### src/rwa_pkg.sv
`timescale 1ns / 1ps
`default_nettype none
// ----------------------------------------------------------------------------
// rwa_pkg
// Shared sizes, controller state codes and command/status bundles for the
// running window average block.
// ----------------------------------------------------------------------------
package rwa_pkg;

    localparam int WINDOW_MAX  = 64;
    localparam int SAMPLE_BITS = 16;

    // Ring address, fill count and total widths follow from the window depth
    localparam int POS_BITS   = $clog2(WINDOW_MAX);
    localparam int FILL_BITS  = $clog2(2 * WINDOW_MAX);
    localparam int TOTAL_BITS = SAMPLE_BITS + POS_BITS;
    localparam int CNT_BITS   = $clog2(TOTAL_BITS + 1);

    typedef enum logic [4:0] {
        S_IDLE   = 5'b00001,
        S_UPDATE = 5'b00010,
        S_LOAD   = 5'b00100,
        S_DIVIDE = 5'b01000,
        S_DONE   = 5'b10000
    } t_state;

    // Controller to datapath
    typedef struct packed {
        logic capture;   // take the input beat
        logic update;    // retire old sample, store new one, advance position
        logic load;      // start the divider from the running total
        logic step;      // one quotient bit
        logic post;      // load the output register
    } t_cmd;

    // Datapath to controller
    typedef struct packed {
        logic div_last;  // the step under way is the final one
    } t_status;

endpackage
`default_nettype wire

### src/rwa_ctrl.sv
`timescale 1ns / 1ps
`default_nettype none
// ----------------------------------------------------------------------------
// rwa_ctrl
// Sequencer for the running window average: accepts a beat, steps the
// datapath through update and serial division, and owns the output valid.
// ----------------------------------------------------------------------------
module rwa_ctrl (
    input  wire logic            i_clk,
    input  wire logic            i_rst_n,
    input  wire logic            i_valid,
    output logic                 o_stall,
    output logic                 o_valid,
    input  wire logic            i_stall,
    input  wire rwa_pkg::t_status i_status,
    output rwa_pkg::t_cmd        o_cmd
);

    rwa_pkg::t_state r_state, n_state;
    logic            r_out_valid, n_out_valid;
    logic            w_post;

    // Output register may be loaded when empty or being drained this cycle
    assign w_post = (r_state == rwa_pkg::S_DONE) && (!r_out_valid || !i_stall);

    // Next state and commands
    always_comb begin
        n_state = r_state;
        o_cmd   = '0;
        unique case (r_state)
            rwa_pkg::S_IDLE: begin
                if (i_valid) begin
                    o_cmd.capture = 1'b1;
                    n_state       = rwa_pkg::S_UPDATE;
                end
            end
            rwa_pkg::S_UPDATE: begin
                o_cmd.update = 1'b1;
                n_state      = rwa_pkg::S_LOAD;
            end
            rwa_pkg::S_LOAD: begin
                n_state = rwa_pkg::S_DIVIDE;
            end
            rwa_pkg::S_DIVIDE: begin
                o_cmd.step = 1'b1;
                if (i_status.div_last) begin
                    n_state = rwa_pkg::S_DONE;
                end
            end
            rwa_pkg::S_DONE: begin
                if (w_post) begin
                    o_cmd.post = 1'b1;
                    n_state    = rwa_pkg::S_IDLE;
                end
            end
            default: begin
                n_state = rwa_pkg::S_IDLE;
            end
        endcase
        // Divider start comes in the cycle after the total update
        o_cmd.load = (r_state == rwa_pkg::S_LOAD);
    end

    // Output valid: set on post, drop when the beat is taken
    always_comb begin
        n_out_valid = r_out_valid;
        if (w_post) begin
            n_out_valid = 1'b1;
        end else if (r_out_valid && !i_stall) begin
            n_out_valid = 1'b0;
        end
    end

    always_ff @(posedge i_clk) begin
        if (!i_rst_n) begin
            r_state     <= rwa_pkg::S_IDLE;
            r_out_valid <= 1'b0;
        end else begin
            r_state     <= n_state;
            r_out_valid <= n_out_valid;
        end
    end

    assign o_stall = (r_state != rwa_pkg::S_IDLE);
    assign o_valid = r_out_valid;

endmodule
`default_nettype wire

### src/rwa_datapath.sv
`timescale 1ns / 1ps
`default_nettype none
// ----------------------------------------------------------------------------
// rwa_datapath
// Sample ring, running total, write position, fill count, serial restoring
// divider and output register of the running window average.
// ----------------------------------------------------------------------------
module rwa_datapath (
    input  wire logic                                i_clk,
    input  wire logic                                i_rst_n,
    input  wire logic                                i_cfg_we,
    input  wire logic [rwa_pkg::FILL_BITS-1:0]       i_cfg_data,
    input  wire logic signed [rwa_pkg::SAMPLE_BITS-1:0] i_sample,
    input  wire rwa_pkg::t_cmd                       i_cmd,
    output rwa_pkg::t_status                         o_status,
    output logic signed [rwa_pkg::SAMPLE_BITS-1:0]   o_average,
    output logic [rwa_pkg::FILL_BITS-1:0]            o_filled
);

    localparam int SB = rwa_pkg::SAMPLE_BITS;
    localparam int PB = rwa_pkg::POS_BITS;
    localparam int FB = rwa_pkg::FILL_BITS;
    localparam int TB = rwa_pkg::TOTAL_BITS;
    localparam int CB = rwa_pkg::CNT_BITS;

    logic [SB-1:0] r_ring [rwa_pkg::WINDOW_MAX];
    logic [SB-1:0] r_ring_rd;

    logic [FB-1:0] r_len,   n_len;
    logic [PB-1:0] r_pos,   n_pos;
    logic [FB-1:0] r_fill,  n_fill;
    logic [TB-1:0] r_total, n_total;
    logic [SB-1:0] r_sample;

    logic [FB-1:0] r_rem, n_rem;
    logic [TB-1:0] r_quo, n_quo;
    logic [CB-1:0] r_cnt, n_cnt;
    logic          r_neg;

    logic [SB-1:0] r_avg;
    logic [FB-1:0] r_out_fill;

    logic [TB-1:0] w_old;
    logic [TB-1:0] w_new;
    logic [FB-1:0] w_pos_inc;
    logic [FB:0]   w_partial;
    logic [FB:0]   w_diff;
    logic [TB-1:0] w_signed_quo;

    // Ring: one write, one registered read at the write position
    always_ff @(posedge i_clk) begin
        if (i_cmd.update) begin
            r_ring[r_pos] <= r_sample;
        end
        r_ring_rd <= r_ring[r_pos];
    end

    // Hold the accepted sample
    always_ff @(posedge i_clk) begin
        if (i_cmd.capture) begin
            r_sample <= i_sample;
        end
    end

    // Entry at the position holds a live sample only once the window is full
    assign w_old     = (r_fill == r_len) ? {{(TB - SB){r_ring_rd[SB-1]}}, r_ring_rd} : '0;
    assign w_new     = {{(TB - SB){r_sample[SB-1]}}, r_sample};
    assign w_pos_inc = FB'(r_pos) + FB'(1);

    // Window state: restart on a register write, advance on an update
    always_comb begin
        n_len   = r_len;
        n_pos   = r_pos;
        n_fill  = r_fill;
        n_total = r_total;
        priority if (i_cfg_we) begin
            priority if (i_cfg_data == '0) begin
                n_len = FB'(1);
            end else if (i_cfg_data > FB'(rwa_pkg::WINDOW_MAX)) begin
                n_len = FB'(rwa_pkg::WINDOW_MAX);
            end else begin
                n_len = i_cfg_data;
            end
            n_pos   = '0;
            n_fill  = '0;
            n_total = '0;
        end else if (i_cmd.update) begin
            n_total = r_total + w_new - w_old;
            n_pos   = (w_pos_inc >= r_len) ? '0 : w_pos_inc[PB-1:0];
            if (r_fill < r_len) begin
                n_fill = r_fill + FB'(1);
            end
        end else begin
            // Hold
            n_len   = r_len;
            n_pos   = r_pos;
            n_fill  = r_fill;
            n_total = r_total;
        end
    end

    always_ff @(posedge i_clk) begin
        if (!i_rst_n) begin
            r_len   <= FB'(rwa_pkg::WINDOW_MAX);
            r_pos   <= '0;
            r_fill  <= '0;
            r_total <= '0;
        end else begin
            r_len   <= n_len;
            r_pos   <= n_pos;
            r_fill  <= n_fill;
            r_total <= n_total;
        end
    end

    // Restoring divider on the magnitude, one quotient bit a cycle
    assign w_partial = {r_rem, r_quo[TB-1]};
    assign w_diff    = w_partial - {1'b0, r_fill};

    always_comb begin
        n_rem = r_rem;
        n_quo = r_quo;
        n_cnt = r_cnt;
        priority if (i_cmd.load) begin
            n_rem = '0;
            n_quo = r_total[TB-1] ? (~r_total + TB'(1)) : r_total;
            n_cnt = CB'(TB);
        end else if (i_cmd.step) begin
            if (!w_diff[FB]) begin
                n_rem = w_diff[FB-1:0];
                n_quo = {r_quo[TB-2:0], 1'b1};
            end else begin
                n_rem = w_partial[FB-1:0];
                n_quo = {r_quo[TB-2:0], 1'b0};
            end
            n_cnt = r_cnt - CB'(1);
        end else begin
            // Hold
            n_rem = r_rem;
            n_quo = r_quo;
            n_cnt = r_cnt;
        end
    end

    always_ff @(posedge i_clk) begin
        if (!i_rst_n) begin
            r_cnt <= '0;
        end else begin
            r_cnt <= n_cnt;
        end
    end

    always_ff @(posedge i_clk) begin
        r_rem <= n_rem;
        r_quo <= n_quo;
        if (i_cmd.load) begin
            r_neg <= r_total[TB-1];
        end
    end

    assign o_status.div_last = (r_cnt == CB'(1));

    // Restore the sign, truncated toward zero
    assign w_signed_quo = r_neg ? (~r_quo + TB'(1)) : r_quo;

    // Output register
    always_ff @(posedge i_clk) begin
        if (i_cmd.post) begin
            r_avg      <= w_signed_quo[SB-1:0];
            r_out_fill <= r_fill;
        end
    end

    assign o_average = r_avg;
    assign o_filled  = r_out_fill;

endmodule
`default_nettype wire

### src/running_window_average.sv
// An accepted beat passes through update, divider load, 22 divider steps, output
// load and output beat before its result beat, and takes longer while output stalls.
// No new beat is taken until the divider is through and the result is posted.
// A new beat is accepted while the previous result waits at the output.
// Reset (synchronous, active low) empties the window, sets the length to 64.
// A length write restarts the window at once and is always ready.
`timescale 1ns / 1ps
`default_nettype none
// ----------------------------------------------------------------------------
// running_window_average
// Moving average of the most recent samples held in a ring, divided by the
// number of samples present, with a separate length register port.
// ----------------------------------------------------------------------------
module running_window_average (
    input  wire logic                                   i_clk,
    input  wire logic                                   i_rst_n,
    input  wire logic                                   i_cfg_valid,
    output logic                                        o_cfg_ready,
    input  wire logic [rwa_pkg::FILL_BITS-1:0]          i_cfg_data,
    input  wire logic                                   i_valid,
    output logic                                        o_stall,
    input  wire logic signed [rwa_pkg::SAMPLE_BITS-1:0] i_sample,
    output logic                                        o_valid,
    input  wire logic                                   i_stall,
    output logic signed [rwa_pkg::SAMPLE_BITS-1:0]      o_average,
    output logic [rwa_pkg::FILL_BITS-1:0]               o_filled
);

    rwa_pkg::t_cmd    w_cmd;
    rwa_pkg::t_status w_status;
    logic             w_cfg_we;

    // Length writes are always accepted and go straight to the length register
    assign o_cfg_ready = 1'b1;
    assign w_cfg_we    = i_cfg_valid && o_cfg_ready;

    rwa_ctrl u_ctrl (
        .i_clk    (i_clk),
        .i_rst_n  (i_rst_n),
        .i_valid  (i_valid),
        .o_stall  (o_stall),
        .o_valid  (o_valid),
        .i_stall  (i_stall),
        .i_status (w_status),
        .o_cmd    (w_cmd)
    );

    rwa_datapath u_datapath (
        .i_clk      (i_clk),
        .i_rst_n    (i_rst_n),
        .i_cfg_we   (w_cfg_we),
        .i_cfg_data (i_cfg_data),
        .i_sample   (i_sample),
        .i_cmd      (w_cmd),
        .o_status   (w_status),
        .o_average  (o_average),
        .o_filled   (o_filled)
    );

endmodule
`default_nettype wire

### config.mk
export PLATFORM = sky130hd
export DESIGN_NAME = running_window_average
export DESIGN_NICKNAME = d
export VERILOG_FILES = /design/src/rwa_pkg.sv /design/src/rwa_ctrl.sv /design/src/rwa_datapath.sv /design/src/running_window_average.sv
export SDC_FILE = /design/constraint.sdc
export NUM_CORES = 1
export LEC_CHECK = 0
export ABC_AREA = 1
export BUFFER_PORTS_ARGS = -buffer_cell sky130_fd_sc_hd__buf_2
export CAP_MARGIN = 20
export CORE_ASPECT_RATIO = 1.1
export CORE_MARGIN = 2
export CORE_UTILIZATION = 55
export DETAILED_ROUTE_END_ITERATION = 7
export PLACE_DENSITY = 0.72
export SLEW_MARGIN = 20
export SYNTH_ARGS = -nofsm -noshare
export SYNTH_HDL_FRONTEND = slang
export SYNTH_SLANG_ARGS = --single-unit
export TNS_END_PERCENT = 20
### constraint.sdc
create_clock -name i_clk -period 3.7 [get_ports i_clk]
set_input_delay 0.185 -clock i_clk [delete_from_list [all_inputs] [get_ports i_clk]]
set_output_delay 0.185 -clock i_clk [all_outputs]
set_load 0.01 [all_outputs]
==> metrics <==
most common library cells after synthesis nand2_1, edfxtp_1, a21oi_1; Layout Nets 4897; grt ovf 0; # Post-CTS Setup Buffers 0; Leak roughly 22 nW; drt drc 0; Top Layer Used met4; vias per std cell roughly 5.7; post-synth top area cell edfxtp_1; Longest Clk Path Bufs 3; met2 WL 64100 microns; Final GP Congestion 0.933; Fmax 298 MHz; layout cells sized above 1 under 10%; Antenna Nets Post-Route 0; Avg Inst Size Synth 10.7 sq um; Post-Synthesis Cells 4662; Worst EP arrival 3.92 ns; crit-path max FO 12; Fin Hold WS 0.0803 ns; RSZ-0062 raised after global routing false; Setup Skew 0.0622 ns; met1 wire length 50800 microns; Pwr Density between 400 and 500 nW/um^2; clk_lat worst skew 0.72 ns; Synthesized Nets 4762; metal3 WL 13100 microns; Worst EP required 4.26 ns; Synth top area share 65.6%; clk sink count 1162; Final setup viols 0; total power 26.8 mW; Final Max Slew Viols 0; DIE HEIGHT approximately 320 microns; largest net degree at the start of global routing between 100 and 150; actual slew at the worst max-slew pin 0.888 ns; Wirelength per Cell 22.2 microns; final worst-path cycle share 90.6%; Synth-to-Final Area Change 11.6%; ANT cells 0; count of buffers from port buffering 52; count leader, synth nand2_1; peak supply drop 0.471 mV; Netlist cell types 42; Slew HR 40.8%; vias in the first global route approximately 33k; initial antenna violation count 7; Root Driver clkbuf_16; TritonCTS clock tree built; mapped cell area 49700 sq um; min-delay worst type input port to flop; yosys warns 0; die footprint 92800 sq um; crit path time final ~3.4 ns; critical path startpoint category flop; H-tree lvl count 3; number of DRC markers in iteration 0 just under 4k; Seq cells post-synth 1162; final hold violations 0; GRT Total Usage 28.8%; status finished clean; max cap viols 0; Placed Cells incl. Taps 5823; main flop type after synthesis edfxtp_1; fraction of registers with async set/reset 0%; Die W 291 microns; via count roughly 35k; total routed wirelength 135000 microns; post-DP HPWL 81600 microns; clock buffer count from CTS 111; number of enable flip-flop cells after synthesis between 1k and 1.5k; WS Path Type flop to flop; starting density of the core 55.5%; I/O pin cnt 54; row cnt 115; first-pass GRT wire length 201000 microns; fin cells between 6k and 7k; CP Capture Type flop; 1st-pass router iterations 6; area of the core between 80000 and 90000 sq um; Synth area leaders edfxtp_1, nand2_1, a21oi_1; Worst-path clk slew 0.07 ns; Setup TNS 0 ns; Seq/Total Area, Yosys 68.7%
-- sequential cells by signal (all words and copies together), names as in the netlist, 5 cells and up --
name / flops
u_datapath.r_ring: 1024
u_datapath.r_quo: 22
u_datapath.r_total: 22
u_datapath.o_average: 16
u_datapath.r_ring_rd: 16
u_datapath.r_sample: 16
u_datapath.o_filled: 7
u_datapath.r_fill: 7
u_datapath.r_len: 7
u_datapath.r_rem: 7
u_datapath.r_pos: 6
u_ctrl.r_state: 5
u_datapath.r_cnt: 5
-- path summary, 6_finish.rpt --
path | from | end | slack (ns) | cells past startpoint
hold reg to reg | u_datapath.r_rem[4] | u_datapath.r_rem[4] | 0.47 | 2
hold / removal | i_cfg_data[6] | u_datapath.r_len[2] | 0.08 | 6
setup reg to reg | u_datapath.r_len[5] | u_datapath.r_total[18] | 0.35 | 20
setup / recovery | u_datapath.r_len[5] | u_datapath.r_total[18] | 0.35 | 20
-- cell families after synthesis --
family	synth area share (%)
buf+inv	3.95
other cells	0.00754
xor+xnor	0.705
simple gates	18.7
compound gates	5.85
flops	68.7
fa+ha+maj	2.14
-- timing repair --
| action | 4_1_cts | 5_1_grt |
|---|---|---|
| hold buffers | 31 | 0 |
| hold endpoints to repair | 39 | 0 |
| endpoints found under the setup margin | 0 | 2 |
| gates resized for setup | 0 | 5 |
-- layout make-up --
class | instances | area [sq um]
clock buffer | 145 | 2980
clock inverter | 59 | 533
fill | 6853 | 34000
inverter | 264 | 1000
multi-input combinational | 3035 | 13600
sequential | 1162 | 34100
tap | 1170 | 1460
timing repair buffer | 223 | 1700
-- cell usage in the layout (no fill, tap or decap), types with 26 or more instances in the layout --
cell / Yosys / layout
buf_2: 117 / 52
nand4_1: 26 / 26
ha_1: 50 / 50
dfxtp_1: 76 / 71
clkbuf_1: 63 / 28
nand2_1: 1889 / 1889
dlygate4sd3_1: 0 / 31
a21oi_1: 369 / 368
nand3_1: 97 / 97
o21ai_0: 154 / 154
buf_4: 10 / 134
inv_1: 253 / 251
edfxtp_1: 1086 / 1086
clkbuf_16: 0 / 112
nor2_1: 260 / 257
xor2_1: 35 / 35
-- critical path, stage by stage (launching register included) --
cell     delay [ns]
dfxtp_1        0.31
inv_1          0.07
ha_1           0.28
nand2_1        0.12
inv_1          0.05
nand3_1        0.17
buf_4          0.23
nor2_1         0.07
fa_1           0.47
inv_1          0.04
ha_1           0.36
nand2_1        0.19
inv_1          0.06
a21oi_1        0.21
nand3_1        0.17
nand2_1        0.13
nand2_1        0.06
nand2_1        0.05
nand3_1        0.06
nand2_1        0.07
inv_1          0.03
-- per-layer routing --
metal  up-vias  track usage, %
li1      15909               -
met1     16531            37.4
met2      1706            47.1
met3       357            5.53
met4         0            13.6
met5         -               0
-- power breakdown --
group / internal, mW / switching, mW
logic: 0.331 / 0.933
clock network: 6.16 / 4.84
registers: 14.5 / 0.0511
total: 21.0 / 5.82
-- metrics by stage --
stage               util [%]  worst slack, ns  instance area (sq um)
CTS                     61.9            0.258                  55400
global route            62.0          0.00183                  55500
detailed placement      57.7            0.294                  51600
global placement        57.7            0.325                  51600
finish                  62.0            0.346                  55500
floorplan                  -            0.375                  49700
Power figures use the tool's default switching activity.
